File: src/design/chm_pkg.sv
// chm_pkg: shared types, codes and defaults for the chained hash multiset
// no dependencies
`default_nettype none

package chm_pkg;

    localparam int KEY_W       = 32;
    localparam int BUCKETS_DEF = 97;
    localparam int WAYS_DEF    = 4;
    localparam int KEYBITS_DEF = 32;
    localparam int Q_DEPTH     = 4;

    localparam logic [1:0] CMD_INSERT = 2'd0;
    localparam logic [1:0] CMD_DELETE = 2'd1;
    localparam logic [1:0] CMD_SEARCH = 2'd2;

    localparam logic [1:0] STAT_OK        = 2'd0;
    localparam logic [1:0] STAT_NOT_FOUND = 2'd1;
    localparam logic [1:0] STAT_FULL      = 2'd2;

    typedef struct packed {
        logic [1:0]       command;
        logic [KEY_W-1:0] key;
    } s_item_t;

    typedef struct packed {
        logic       found;
        logic [1:0] status;
    } m_item_t;

    // queue status seen by both sides
    typedef struct packed {
        logic full;
        logic empty;
    } qstat_t;

    // stored key width: key bits above this are dropped
    function automatic int eff_key_w(input int key_bits);
        return (key_bits > KEY_W) ? KEY_W : key_bits;
    endfunction

endpackage

`default_nettype wire

File: src/design/chm_front.sv
// chm_front: accepts items, trims the key and computes key mod BUCKETS
// depends on chm_pkg
`default_nettype none

module chm_front #(
    parameter int BUCKETS  = chm_pkg::BUCKETS_DEF,
    parameter int KEY_BITS = chm_pkg::KEYBITS_DEF
) (
    input  wire                  aclk,
    input  wire                  aresetn,
    input  wire                  s_valid,
    output logic                 s_ready,
    input  chm_pkg::s_item_t     s_item,
    input  wire                  clearing,
    input  chm_pkg::qstat_t      qstat,
    output logic                 push,
    output logic [2+chm_pkg::eff_key_w(KEY_BITS)+$clog2(BUCKETS)-1:0] push_data
);

    localparam int KW    = chm_pkg::eff_key_w(KEY_BITS);
    localparam int BKT_W = $clog2(BUCKETS);
    localparam int CW    = ((KW > BKT_W) ? KW : BKT_W) + 1;
    localparam logic [63:0]   RECIP_FULL = (64'd1 << KW) / 64'(BUCKETS);
    localparam logic [KW-1:0] RECIP      = RECIP_FULL[KW-1:0];

    logic              v1_reg, v2_reg, v3_reg;
    logic [1:0]        cmd1_reg, cmd2_reg, cmd3_reg;
    logic [KW-1:0]     key1_reg, key2_reg, key3_reg;
    logic [2*KW-1:0]   prod1_reg;
    logic [KW-1:0]     qb2_reg;
    logic [BKT_W-1:0]  bkt3_reg;

    logic              adv;
    logic              s_fire;
    logic [KW-1:0]     key_m;
    logic [2*KW-1:0]   prod_next;
    logic [KW-1:0]     qb_next;
    logic [CW-1:0]     rem_c;
    logic [CW-1:0]     rem_fix;

    assign adv     = !v3_reg || !qstat.full;
    assign s_ready = adv && !clearing;
    assign s_fire  = s_valid && s_ready;
    assign key_m   = s_item.key[KW-1:0];

    // quotient estimate by reciprocal, low by at most one
    assign prod_next = (2*KW)'(key_m) * (2*KW)'(RECIP);
    assign qb_next   = KW'(prod1_reg[2*KW-1:KW]) * KW'(BUCKETS);

    always_comb begin
        rem_c   = CW'(key2_reg) - CW'(qb2_reg);
        rem_fix = rem_c;
        if (rem_c >= CW'(BUCKETS)) begin
            rem_fix = rem_c - CW'(BUCKETS);
        end
    end

    always_ff @(posedge aclk) begin
        if (!aresetn) begin
            v1_reg <= 1'b0;
            v2_reg <= 1'b0;
            v3_reg <= 1'b0;
        end else if (adv) begin
            v1_reg <= s_fire;
            v2_reg <= v1_reg;
            v3_reg <= v2_reg;
        end
    end

    always_ff @(posedge aclk) begin
        if (adv) begin
            cmd1_reg  <= s_item.command;
            key1_reg  <= key_m;
            prod1_reg <= prod_next;
            cmd2_reg  <= cmd1_reg;
            key2_reg  <= key1_reg;
            qb2_reg   <= qb_next;
            cmd3_reg  <= cmd2_reg;
            key3_reg  <= key2_reg;
            bkt3_reg  <= rem_fix[BKT_W-1:0];
        end
    end

    assign push      = v3_reg && !qstat.full;
    assign push_data = {cmd3_reg, key3_reg, bkt3_reg};

endmodule

`default_nettype wire

File: config.mk
export PLATFORM = sky130hd
export DESIGN_NAME = chm_front
export DESIGN_NICKNAME = d
export VERILOG_FILES = /design/src/design/chm_pkg.sv /design/src/design/chm_front.sv
export SDC_FILE = /design/constraint.sdc
export NUM_CORES = 1
export LEC_CHECK = 0
export ABC_AREA = 1
export BUFFER_PORTS_ARGS = -buffer_cell sky130_fd_sc_hd__buf_2
export CORE_MARGIN = 4
export CORE_UTILIZATION = 60
export DETAILED_ROUTE_END_ITERATION = 16
export PLACE_DENSITY = 0.77
export SLEW_MARGIN = 25
export SYNTH_ARGS = -nofsm -noshare
export SYNTH_HDL_FRONTEND = slang
export SYNTH_SLANG_ARGS = --single-unit
File: constraint.sdc
create_clock -name aclk -period 18.4 [get_ports aclk]
set_input_delay 3.68 -clock aclk [delete_from_list [all_inputs] [get_ports aclk]]
set_output_delay 3.68 -clock aclk [all_outputs]
set_load 0.02 [all_outputs]
==> flow_metrics.tcl <==
set metrics [dict create \
    worst-path-max-fanout 9 \
    synth_cells 2781 \
    synth_flop_cell "edfxtp_1" \
    num_rows 74 \
    wire_per_inst_um 16.4 \
    slowest_stage "fa_1" \
    grt_remaining_overflow 0 \
    design.die.area_um2 45300 \
    cts_root_buf "clkbuf_16" \
    fin_crit_sh 0.526 \
    synth_seq_area_share 0.202 \
    synth_edf_count 167 \
    drtAntennaViolNets 0 \
    grt_pass1_vias 18554 \
    num_vias 18097 \
    syn_avg_cell_area_um2 9.05 \
    grt_pass1_wl_um 92100 \
    path_clk_slew_ns 0.08 \
    grt_max_degree 73 \
    wl_met3_um 3010 \
    crit_path_max_incr_delay_ns 0.54 \
    syn_area_um2 25200 \
    worstReg2RegStart "prod1_reg[36]" \
    io_pins 83 \
    viasPerCell 5.28 \
    slew_violations 0 \
    cts-buffers-inserted 17 \
    utilization 0.651 \
    dieHeight_um 213 \
    cts.htree.levels 4 \
    drive_above_1_share 0.0536 \
    finalCriticalPeriod_ns 9.68 \
    grt.total_usage 0.258 \
    dr.pass1.iters 5 \
    cts_tree "done" \
    cts_setup_buffers 0 \
    hold_path_class "flop to flop" \
    ys_ff_latch 170 \
    highest_layer "met4" \
    drtIter0Drc 947 \
    status "complete, no violations" \
    dp_hpwl_um 48600 \
    cp-end-kind "flop" \
    skew_ns 0.0116 \
    start_util 0.611 \
    routed_wl_um 56300 \
    cap_violations 0 \
    syn2layout_area_growth_pct 6.55 \
    yosysWarnings 0 \
    tns_ns 0 \
    coreArea_um2 41200 \
    ctsHoldBuffers 0 \
    crit_type "primary input to flop" \
    fp.dieW_um 213 \
    clk_latency_ns 0.43 \
    hp-start "key1_reg[13]" \
    antenna_found_initial 1 \
    ctsResizeCount 0 \
    antenna_cells 0 \
    worst_pin_slew_ns 0.871 \
    synth_async_sr_flop_share 0 \
    relSlewSlack 0.420 \
    port_buffers 81 \
    setup_viol 0 \
    required_ns 18.60 \
    fmax_ghz 0.103 \
    clock-sinks 170 \
    synth.distinct_cells 41 \
    gp_congestion 0.952 \
    dr_wl_met2_um 26900 \
    wl_met1_um 24700 \
    rsz0062_at_grt "false" \
    startpoint "s_item[2]" \
    final-hold-violation-count 0 \
    nNetsFinal 3695 \
    fill_cells 3342 \
    cp.arrival_ns 9.88 \
    drc 0 \
    cts.path.max_buffers 2 \
    worst_setup_path_start_kind "primary input" \
    syn-num-nets 3595 \
]
[cell type report]
class                      instances  area (um2)  share of cell area
tap                              532         666              0.0248
multi-input combinational       1731       16800               0.626
timing repair buffer              83         420              0.0157
clock inverter                    15         148             0.00550
sequential                       170        5070               0.189
clock buffer                      17         425              0.0159
inverter                         878        3300               0.123
[path summary, 6_finish.rpt]
| kind | end | slack [ns] | cells past startpoint |
|---|---|---|---|
| max reg2reg | qb2_reg[25] | 14.26 | 18 |
| min reg2reg | key2_reg[13] | 0.41 | 0 |
| max | prod1_reg[57] | 8.72 | 27 |
| min | key2_reg[13] | 0.41 | 0 |
[cell usage after synthesis (4+ instances only)]
cell,instances,area [um2]
o211ai_1,6,45.0
nand3b_1,10,75.1
o21bai_1,4,30.0
nor2_1,138,518
a21o_1,9,67.6
o21a_1,5,37.5
nor2_2,4,25.0
o21ai_0,63,315
nand2_2,17,106
nor3_1,12,60.1
a21oi_1,124,621
inv_1,870,3270
inv_2,8,30.0
nand4_1,22,138
ha_1,450,5630
xor2_1,42,368
fa_1,324,6490
xnor2_1,20,175
edfxtp_1,167,5010
a31oi_1,26,163
nand3_1,69,345
nand2_1,358,1340
[cell usage in the layout (no fill, tap or decap), types with 9 or more instances in the layout]
cell         n
nor3_1      12
fa_1       324
a21o_1       9
ha_1       450
buf_2       81
nand3_1     69
nand2_2     17
nand2_1    357
edfxtp_1   167
nor2_1     138
a21oi_1    124
a31oi_1     26
nand4_1     22
xnor2_1     20
o21ai_0     63
inv_1      870
xor2_1      42
nand3b_1    10
clkbuf_16   17
[worst max-delay path, delay by kind of cell]
kind                       cells  cell delay (ns)
AOI/OAI and AO/OA              5             1.11
adders and majority gates      8             3.71
buffers and inverters          7             0.72
and+or+nand+nor                7             0.65
[metal layers]
| layer | track usage | vias up |
|---|---|---|
| met5 | 0 | - |
| li1 | - | 8805 |
| met2 | 0.433 | 481 |
| met1 | 0.351 | 8687 |
| met4 | 0.0764 | 0 |
| met3 | 0.0395 | 124 |
[metrics by stage]
| stage | setup WS, ns | hold WS [ns] | std cells | area, um2 |
|---|---|---|---|---|
| global placement | 8.35 | 0.402 | 3394 | 26300 |
| floorplan | 6.53 | 0.400 | 2781 | 25200 |
| detailed placement | 8.31 | 0.405 | 3394 | 26300 |
| CTS | 8.78 | 0.410 | 3426 | 26800 |
| global route | 8.37 | 0.414 | 3426 | 26800 |
| finish | 8.72 | 0.407 | 3426 | 26800 |
[logic make-up (layout without fill, tap and decap cells)]
logic type | count (synthesis) | after routing | share of synthesized area
flops | 170 | 170 | 0.202
fa+ha+maj | 774 | 774 | 0.481
buf+inv | 880 | 993 | 0.132
xor+xnor | 62 | 62 | 0.0216
simple gates | 642 | 642 | 0.108
compound gates | 253 | 253 | 0.0559
Power is not shown: default switching activity piles up to over one toggle a cycle in this logic, so the estimate is an artifact.
