File: src/design/chm_pkg.sv
// chm_pkg: shared types, codes and defaults for the chained hash multiset
// no dependencies
`default_nettype none

package chm_pkg;

    localparam int KEY_W       = 32;
    localparam int BUCKETS_DEF = 97;
    localparam int WAYS_DEF    = 4;
    localparam int KEYBITS_DEF = 32;
    localparam int Q_DEPTH     = 4;

    localparam logic [1:0] CMD_INSERT = 2'd0;
    localparam logic [1:0] CMD_DELETE = 2'd1;
    localparam logic [1:0] CMD_SEARCH = 2'd2;

    localparam logic [1:0] STAT_OK        = 2'd0;
    localparam logic [1:0] STAT_NOT_FOUND = 2'd1;
    localparam logic [1:0] STAT_FULL      = 2'd2;

    typedef struct packed {
        logic [1:0]       command;
        logic [KEY_W-1:0] key;
    } s_item_t;

    typedef struct packed {
        logic       found;
        logic [1:0] status;
    } m_item_t;

    // queue status seen by both sides
    typedef struct packed {
        logic full;
        logic empty;
    } qstat_t;

    // stored key width: key bits above this are dropped
    function automatic int eff_key_w(input int key_bits);
        return (key_bits > KEY_W) ? KEY_W : key_bits;
    endfunction

endpackage

`default_nettype wire

File: src/design/chm_queue.sv
// chm_queue: short fifo between the front and the back
// depends on chm_pkg
`default_nettype none

module chm_queue #(
    parameter int W = 8
) (
    input  wire              aclk,
    input  wire              aresetn,
    input  wire              push,
    input  wire  [W-1:0]     push_data,
    input  wire              pop,
    output logic [W-1:0]     head,
    output chm_pkg::qstat_t  qstat
);

    localparam int PW = $clog2(chm_pkg::Q_DEPTH);

    logic [W-1:0]  ent_reg [chm_pkg::Q_DEPTH];
    logic [PW-1:0] wr_ptr_reg, rd_ptr_reg;
    logic [PW:0]   cnt_reg;
    logic          do_push, do_pop;

    assign qstat.full  = (cnt_reg == (PW+1)'(chm_pkg::Q_DEPTH));
    assign qstat.empty = (cnt_reg == '0);
    assign do_push     = push && !qstat.full;
    assign do_pop      = pop && !qstat.empty;
    assign head        = ent_reg[rd_ptr_reg];

    always_ff @(posedge aclk) begin
        if (!aresetn) begin
            wr_ptr_reg <= '0;
            rd_ptr_reg <= '0;
            cnt_reg    <= '0;
        end else begin
            if (do_push) begin
                wr_ptr_reg <= wr_ptr_reg + 1'b1;
            end
            if (do_pop) begin
                rd_ptr_reg <= rd_ptr_reg + 1'b1;
            end
            if (do_push && !do_pop) begin
                cnt_reg <= cnt_reg + 1'b1;
            end else if (do_pop && !do_push) begin
                cnt_reg <= cnt_reg - 1'b1;
            end
        end
    end

    always_ff @(posedge aclk) begin
        if (do_push) begin
            ent_reg[wr_ptr_reg] <= push_data;
        end
    end

endmodule

`default_nettype wire

File: config.mk
export PLATFORM = sky130hd
export DESIGN_NAME = chm_queue
export DESIGN_NICKNAME = d
export VERILOG_FILES = /design/src/design/chm_pkg.sv /design/src/design/chm_queue.sv
export SDC_FILE = /design/constraint.sdc
export NUM_CORES = 1
export LEC_CHECK = 0
export BUFFER_PORTS_ARGS = -buffer_cell sky130_fd_sc_hd__clkbuf_2
export CAP_MARGIN = 20
export CORE_MARGIN = 3
export CORE_UTILIZATION = 50
export CTS_CLUSTER_SIZE = 25
export DETAILED_ROUTE_END_ITERATION = 10
export PLACE_DENSITY = 0.71
export REMOVE_ABC_BUFFERS = 1
export SLEW_MARGIN = 20
export SYNTH_ARGS = -nofsm -noshare
export SYNTH_HDL_FRONTEND = slang
export SYNTH_SLANG_ARGS = --single-unit
File: constraint.sdc
create_clock -name aclk -period 2.52 [get_ports aclk]
set_clock_uncertainty 0.2 [all_clocks]
set_input_delay 0.252 -clock aclk [delete_from_list [all_inputs] [get_ports aclk]]
set_output_delay 0.252 -clock aclk [all_outputs]
set_load 0.01 [all_outputs]
==> results.toml, run 1 <==
[run_status]
status = "finished, final reports clean"

[cells_and_area]
final_nets = 141
drive_gt1_frac = 0.3065
most-common-layout-cells = "32 x edfxtp_1, 21 x clkbuf_2, 9 x dfxtp_1"
largest_reg_flops = 32
fillCellCount = 239
antenna_cells = 0
layout_commonest_cell = "edfxtp_1"
area_growth_pct = 18.24

[route]
drt_iter0_markers = 34
finalWirelength_um = 2536
num_vias = 833
post-route-drc-count = 0
drt_first_pass_iters = 6
wire_per_inst_um = 15.10
via_per_inst = 4.958
postRouteAntennaNets = 0

[floorplan]
dieArea_mm2 = 0.004001
die_w_um = 63.26
row_count = 20
coreArea_mm2 = 0.003078
start_util = 0.5325
die_h_um = 63.26
io_pins = 22

[grt]
grt-ovfl-total = 0
grt_pass1_vias = 902
grt_max_degree = 13
track_usage = 0.1381
grt_pass1_wl_um = 4098
antenna_found_initial = 0

[clock_tree]
cts_made_buffers = 5
htree_levels = 2
path_clk_slew_ps = 110
cts-root-buf = "clkbuf_4"
clk_latency_ps = 330
clock-sinks = 41
cts_resized = 0
clk_path_buf_depth = 2
cts_tree = "yes"

[worst_setup_path]
regToRegSetupSlack_ps = 230
reg2reg_to = "cnt_reg[2]"
critPathKind = "reg2reg"
r2r_start = "cnt_reg[1]"
r2r.worst_path.cells = 7
worstPathArrival_ps = 2350
path_max_fanout = 6
setup.worst_path.start_class = "flip-flop"
cp-end-kind = "flip-flop"
crit_required_ps = 2580

[pwr]
power-per-cell-area_mw_per_mm2 = 925.3
power.switching_mw = 0.4957
clkPwrFrac = 0.224
p_comb_frac = 0.259
p_sw_frac = 0.2764
ir_drop_mv = 0.5327
p_total_mw = 1.793
power.leakage_nw = 0.7075
power.internal_mw = 1.298
seq_power_share = 0.517

[timing]
hold_viol = 0
tightest_slew_ps = 523.6
period_minus_slack_ps = 2290
setup_viol_count_final = 0
rsz0062_at_grt = "false"
finalMaxSlewViolations = 0
post-route-period-util = 0.9088
hold_slack_ps = 57.65
slew_headroom = 0.6505
setup_tns_ps = 0
max_freq_mhz = 436.6

[logic_synthesis]
yosys.area.top_type = "edfxtp_1"
ys_types = 23
muxShareOfSynthArea = 0.1282
syn-mean-instance-area_um2 = 18.21
netlist_area_mm2 = 0.001639
ys_warn_count = 0
synthTopCellsByArea = "edfxtp_1 59%, dfxtp_1 11%, mux4_2 11%"
synthCells = 90
synth_edf_count = 32
yosys_register_bits = 41
async_flop_share = 0
synth_top_area_share = 0.5863
synthAdderAreaFrac = 0.05038
synth_top_family_by_area = "multiplexers"
synth_compound_area_frac = 0.02061
synth-simple-area-share = 0.06183
synthFlopType = "edfxtp_1"
synth_sequential_area_ratio = 0.6962
synth-xor-area-share = 0.02137

[hold_path]
min_from = "aresetn"
min_to = "wr_ptr_reg[1]"
worst_hold_path.num_cells = 3
hp-class = "in2reg"

[placement]
port_buffers = 21
dp_hpwl_um = 1672
gp_congestion = 0.6916

[flow_run]
maxCapViolations = 0
==> Yosys cell counts, types with 2 or more instances <==
master	n
mux2i_1	3
dfxtp_1	9
xnor2_1	3
ha_1	5
mux4_2	8
and2_1	8
edfxtp_1	32
nor2b_1	2
nand2_1	4
inv_1	3
==> metal layers <==
layer  share of wire  GRT usage
met1            0.44     0.1750
met2            0.49     0.2134
met3           0.041    0.03922
met4           0.025    0.07817
met5               0          0
==> critical path, cell delays in order, from the launching register on <==
cell	delay, ps
dfxtp_1	390
o31ai_2	340
ha_1	240
inv_1	60
fa_1	380
xor2_1	160
or3_1	300
a21boi_1	140
==> how the worst max path moves through the flow <==
| stage | from | endpoint | slack (ps) | depth (start not counted) |
|---|---|---|---|---|
| 3_3_place_gp | cnt_reg[1] | cnt_reg[2] | 360 | 7 |
| 3_5_place_dp | cnt_reg[1] | cnt_reg[2] | 220 | 7 |
| 5_1_grt | cnt_reg[0] | cnt_reg[2] | 110 | 8 |
| 4_1_cts | cnt_reg[1] | cnt_reg[2] | 200 | 7 |
| 6_report | cnt_reg[1] | cnt_reg[2] | 230 | 7 |
| 2_1_floorplan | cnt_reg[0] | cnt_reg[2] | 160 | 8 |
==> area by class of cell <==
cell class	count	area, um^2	area share
clock inverter	2	33.78	0.01743
inverter	3	11.26	0.005810
tap	44	55.05	0.02841
multi-input combinational	42	462.9	0.2389
clock buffer	6	41.29	0.02130
sequential	41	1141	0.5888
timing repair buffer	30	192.7	0.09942
==> power groups by stage <==
stage / Sequential (mW) / Combinational, mW / Clock (mW)
finish: 0.927 / 0.464 / 0.402
global route: 0.946 / 0.518 / 0.440
CTS: 0.932 / 0.476 / 0.415
detailed placement: 0.947 / 0.462 / 0
global placement: 0.942 / 0.450 / 0
floorplan: 0.921 / 0.324 / 0
==> timing repair <==
action | 4_1_cts | 5_1_grt
hold endpoints to repair | 32 | 0
hold buffers | 8 | 0
setup buffers | 0 | 0
==> metrics by stage <==
stage	instance area (um^2)	std cells	utilization	worst slack [ps]
4_1_cts	1938	168	0.6297	200.3
3_3_place_gp	1783	152	0.5793	361.7
5_1_grt	1938	168	0.6297	107.0
2_1_floorplan	1615	86	-	158.0
3_5_place_dp	1783	152	0.5793	221.7
6_report	1938	168	0.6297	229.8
==> kinds of logic (layout without fill, tap and decap cells) <==
group / after synthesis / count (layout)
DFF: 41 / 41
and+or+nand+nor: 17 / 17
AOI/OAI and AO/OA: 4 / 4
muxes: 11 / 11
xor gates and xnor gates: 4 / 4
adders and majority gates: 6 / 6
buffers and inverters: 7 / 41
(Power assumes the default switching activity.)
==> run 2, diff against run 1 <==
--- a/config.mk
+++ b/config.mk
@@ -7,11 +7,13 @@
 export LEC_CHECK = 0
 export BUFFER_PORTS_ARGS = -buffer_cell sky130_fd_sc_hd__clkbuf_2
 export CAP_MARGIN = 20
+export CELL_PAD_IN_SITES_DETAIL_PLACEMENT = 1
+export CELL_PAD_IN_SITES_GLOBAL_PLACEMENT = 1
 export CORE_MARGIN = 3
-export CORE_UTILIZATION = 50
+export CORE_UTILIZATION = 29
 export CTS_CLUSTER_SIZE = 25
 export DETAILED_ROUTE_END_ITERATION = 10
-export PLACE_DENSITY = 0.71
+export PLACE_DENSITY_LB_ADDON = 0.1
 export REMOVE_ABC_BUFFERS = 1
 export SLEW_MARGIN = 20
 export SYNTH_ARGS = -nofsm -noshare
==> results.toml, run 2 (synthesis results as in run 1) <==
[grt]
grt_pass1_vias = 945
grt-ovfl-total = 0
grt_max_degree = 14
antenna_found_initial = 0
track_usage = 0.09838
grt_pass1_wl_um = 4616

[clock_tree]
post_cts.repair.setup_buffers = 0
cts_tree = "yes"
hold_buffers = 7
clk_latency_ps = 280
cts-root-buf = "clkbuf_8"
cts_resized = 0
clk_path_buf_depth = 2
clock-sinks = 41
path_clk_slew_ps = 80
htree_levels = 2
cts_made_buffers = 5

[cells_and_area]
design_area_mm2 = 0.002013
area_growth_pct = 22.82
fin_cells = 195
layout_commonest_cell = "edfxtp_1"
fillCellCount = 561
regArea_mm2 = 0.001141
most-common-layout-cells = "32 x edfxtp_1, 21 x clkbuf_2, 9 x dfxtp_1"
largest_reg_flops = 32
drive_gt1_frac = 0.3200
final_nets = 142
antenna_cells = 0
post-route-util = 0.3820
multi_input_area_um2 = 462.9

[placement]
port_buffers = 21
dp_hpwl_um = 1962
dp.cells = 179
placed_cell_area_mm2 = 0.001823
gp_congestion = 0.7039
preCtsSetupSlack_ps = 242.5

[worst_setup_path]
crit_required_ps = 2540
path_max_fanout = 6
worstPathArrival_ps = 2300
cp-end-kind = "flip-flop"
critPathKind = "reg2reg"
regToRegSetupSlack_ps = 240
r2r_start = "cnt_reg[0]"
setup.worst_path.start_class = "flip-flop"
reg2reg_to = "cnt_reg[2]"
r2r.worst_path.cells = 8

[timing]
slew_headroom = 0.6892
setup_tns_ps = 0
fin_ws_ps = 242.4
post-route-period-util = 0.9038
rsz0062_at_grt = "false"
max_freq_mhz = 439.1
setup_viol_count_final = 0
period_minus_slack_ps = 2278
tightest_slew_ps = 466.3
hold_slack_ps = 120.3
finalMaxSlewViolations = 0
hold_viol = 0

[hold_path]
worst_hold_path.num_cells = 3
min_from = "aresetn"
hp-class = "in2reg"
min_to = "wr_ptr_reg[1]"

[run_status]
status = "finished, final reports clean"

[floorplan]
die_h_um = 81.18
io_pins = 22
start_util = 0.3110
dieArea_mm2 = 0.006590
row_count = 26
die_w_um = 81.18
coreArea_mm2 = 0.005270

[route]
finalWirelength_um = 2846
postRouteAntennaNets = 0
drt_first_pass_iters = 4
num_vias = 844
drt_iter0_markers = 19
wire_per_inst_um = 14.59
post-route-drc-count = 0
via_per_inst = 4.328

[pwr]
ir_drop_mv = 0.3926
power-per-cell-area_mw_per_mm2 = 952.4
p_total_mw = 1.917
power.leakage_nw = 0.7247

[flow_run]
maxCapViolations = 0
run 2: layout make-up:
type / instances / share of cell area
Clock buffer: 5 / 0.03418
Clock inverter: 3 / 0.02051
Inverter: 3 / 0.005594
Multi-Input combinational cell: 42 / 0.2300
Sequential cell: 41 / 0.5668
Tap cell: 70 / 0.04351
Timing Repair Buffer: 31 / 0.09944
run 2: critical path, stage by stage, from the launching register on:
cell      delay (ps)
dfxtp_1          490
nor3b_2          100
nor2b_1          180
ha_1             210
inv_1             60
fa_1             370
xor2_1           160
or3_1            300
a21boi_1         140
run 2: worst max-delay path by stage:
stage	start	to	slack (ps)
floorplan	cnt_reg[0]	cnt_reg[2]	160
global placement	cnt_reg[1]	cnt_reg[2]	320
detailed placement	cnt_reg[0]	cnt_reg[2]	240
CTS	cnt_reg[0]	cnt_reg[2]	220
global route	cnt_reg[0]	cnt_reg[2]	90
finish	cnt_reg[0]	cnt_reg[2]	240
run 2: report_power, final:
part	total (mW)	switching, mW	internal, mW
clock	0.507	0.216	0.291
combinational	0.493	0.223	0.269
sequential	0.917	0.0858	0.832
total	1.92	0.525	1.39
run 2: metal layers:
layer	GRT usage	share of wire
met1	0.1101	0.43
met2	0.1675	0.50
met3	0.03104	0.044
met4	0.05068	0.020
met5	0	0
==> run 3, diff against run 2 <==
--- a/config.mk
+++ b/config.mk
@@ -5,6 +5,7 @@
 export SDC_FILE = /design/constraint.sdc
 export NUM_CORES = 1
 export LEC_CHECK = 0
+export ABC_AREA = 1
 export BUFFER_PORTS_ARGS = -buffer_cell sky130_fd_sc_hd__clkbuf_2
 export CAP_MARGIN = 20
 export CELL_PAD_IN_SITES_DETAIL_PLACEMENT = 1
==> results.toml, run 3 <==
[pwr]
power-per-cell-area_mw_per_mm2 = 939.4
power.switching_mw = 0.6364
power.internal_mw = 1.328
p_sw_frac = 0.3240
power.leakage_nw = 0.8308
ir_drop_mv = 0.3738
p_comb_frac = 0.289
clkPwrFrac = 0.255
seq_power_share = 0.456
p_total_mw = 1.964

[timing]
setup_tns_ps = 0
rsz0062_at_grt = "false"
tightest_slew_ps = 367.8
max_freq_mhz = 478.7
hold_slack_ps = 24.42
post-route-period-util = 0.8290
hold_viol = 0
finalMaxSlewViolations = 0
period_minus_slack_ps = 2089
fin_ws_ps = 430.9
slew_headroom = 0.7545
setup_viol_count_final = 0

[floorplan]
io_pins = 22
die_w_um = 82.24
row_count = 27
dieArea_mm2 = 0.006763
start_util = 0.3024
die_h_um = 82.24
coreArea_mm2 = 0.005574

[logic_synthesis]
synthFlopType = "edfxtp_1"
synth_edf_count = 32
ys_warn_count = 0
syn-mean-instance-area_um2 = 11.54
synth_top_area_share = 0.5702
synthTopCellsByArea = "edfxtp_1 57%, dfxtp_1 11%, nor2_1 6.7%"
async_flop_share = 0
yosys_register_bits = 41
yosys.area.top_type = "edfxtp_1"
ys_types = 18
synth_sequential_area_ratio = 0.6771
yosysMostFrequentCell = "edfxtp_1"
synthCells = 146
netlist_area_mm2 = 0.001685
synth_commonest_cells = "32 x edfxtp_1, 30 x nor2_1, 17 x inv_1, 13 x nand2_1, 13 x o21ai_0"

[route]
drt_first_pass_iters = 3
num_vias = 1152
post-route-drc-count = 0
finalWirelength_um = 3608
drt_iter0_markers = 35
wire_per_inst_um = 13.98
via_per_inst = 4.465
postRouteAntennaNets = 0

[worst_setup_path]
r2r_start = "cnt_reg[0]"
r2r.worst_path.cells = 13
critPathKind = "reg2reg"
regToRegSetupSlack_ps = 430
setup.worst_path.start_class = "flip-flop"
cp-end-kind = "flip-flop"
crit_required_ps = 2510
worstPathArrival_ps = 2080
path_max_fanout = 5
reg2reg_to = "cnt_reg[2]"

[cells_and_area]
most-common-layout-cells = "32 x edfxtp_1, 30 x nor2_1, 21 x clkbuf_2"
fillCellCount = 638
layout_commonest_cell = "edfxtp_1"
final_nets = 203
drive_gt1_frac = 0.2151
design_area_mm2 = 0.002091
fin_cells = 258
antenna_cells = 0
area_growth_pct = 24.05
post-route-util = 0.3751
largest_reg_flops = 32

[clock_tree]
cts-root-buf = "clkbuf_8"
clk_path_buf_depth = 2
cts_resized = 0
htree_levels = 2
clock-sinks = 41
cts_made_buffers = 5
hold_buffers = 7
cts_tree = "yes"
clk_latency_ps = 290
path_clk_slew_ps = 80
post_cts.repair.setup_buffers = 0

[grt]
grt_max_degree = 17
grt-ovfl-total = 0
grt_pass1_vias = 1236
antenna_found_initial = 0
track_usage = 0.1207
grt_pass1_wl_um = 5851

[placement]
dp.cells = 242
placed_cell_area_mm2 = 0.001896
dp_hpwl_um = 2582
gp_congestion = 0.7559
preCtsSetupSlack_ps = 411.4
port_buffers = 21

[flow_run]
maxCapViolations = 0

[hold_path]
hp-class = "in2reg"
worst_hold_path.num_cells = 3
min_to = "cnt_reg[2]"
min_from = "aresetn"

[run_status]
status = "finished, final reports clean"
run 3: cell count changes in the layout (fill, tap and decap cells not counted), sizes merged, moves of 4 or more:
cell	before	now
nor2	0	30
o21ai	1	17
inv	3	18
nand2	4	15
and2	8	0
mux4	8	0
o22ai	0	8
nand3	0	4
run 3: cell type report:
class / count / area, um^2 / area share
clock buffers: 7 / 107.6 / 0.05147
clock inverters: 1 / 7.507 / 0.003591
inverters: 18 / 67.56 / 0.03232
multi-input cells: 85 / 454.2 / 0.2172
flip-flops and latches: 41 / 1141 / 0.5458
well taps: 72 / 90.09 / 0.04309
repair buffers: 34 / 222.7 / 0.1065
run 3: power groups by stage:
stage               Clock [mW]  Combinational [mW]  Sequential [mW]
floorplan                    0               0.350            0.899
global placement             0               0.549            0.910
detailed placement           0               0.574            0.915
CTS                      0.524               0.585            0.900
global route             0.562               0.648            0.910
finish                   0.502               0.567            0.896
run 3: worst max-delay path by stage:
stage / slack [ps] / depth (start not counted) / end / from
3_3_place_gp: 510 / 13 / cnt_reg[2] / cnt_reg[0]
6_report: 430 / 13 / cnt_reg[2] / cnt_reg[0]
4_1_cts: 400 / 13 / cnt_reg[2] / cnt_reg[0]
2_1_floorplan: 630 / 13 / cnt_reg[2] / cnt_reg[0]
5_1_grt: 230 / 13 / cnt_reg[2] / cnt_reg[1]
3_5_place_dp: 410 / 9 / cnt_reg[1] / cnt_reg[1]
run 3: routing by layer:
metal / global-route usage / wire length [um] / vias up
li1: - / - / 572
met1: 0.1234 / 1466 / 553
met2: 0.2228 / 1943 / 19
met3: 0.03688 / 124 / 8
met4: 0.05482 / 74 / 0
met5: 0 / 0 / -
run 3: worst max-delay path, cell delays in order, from the launching register on:
cell and delay, ps:
dfxtp_1 390, nor2_1 80, nand2_1 130, nand2_2 100
inv_1 110, ha_1 180, inv_1 70, fa_1 380
inv_1 70, nand2_1 50, nand3_1 90, nand2_1 60
nand2_1 50, nor2_1 30
run 3: kinds of logic (layout without fill, tap and decap cells):
group | Yosys count | in the layout | synth area share
buffers and inverters | 20 | 60 | 0.05345
AND/OR/NAND/NOR | 50 | 50 | 0.1195
AO/OA/AOI/OAI | 28 | 28 | 0.09577
flip-flops | 41 | 41 | 0.6771
adder cells (fa/ha/maj) | 6 | 6 | 0.04900
XOR/XNOR | 1 | 1 | 0.005198
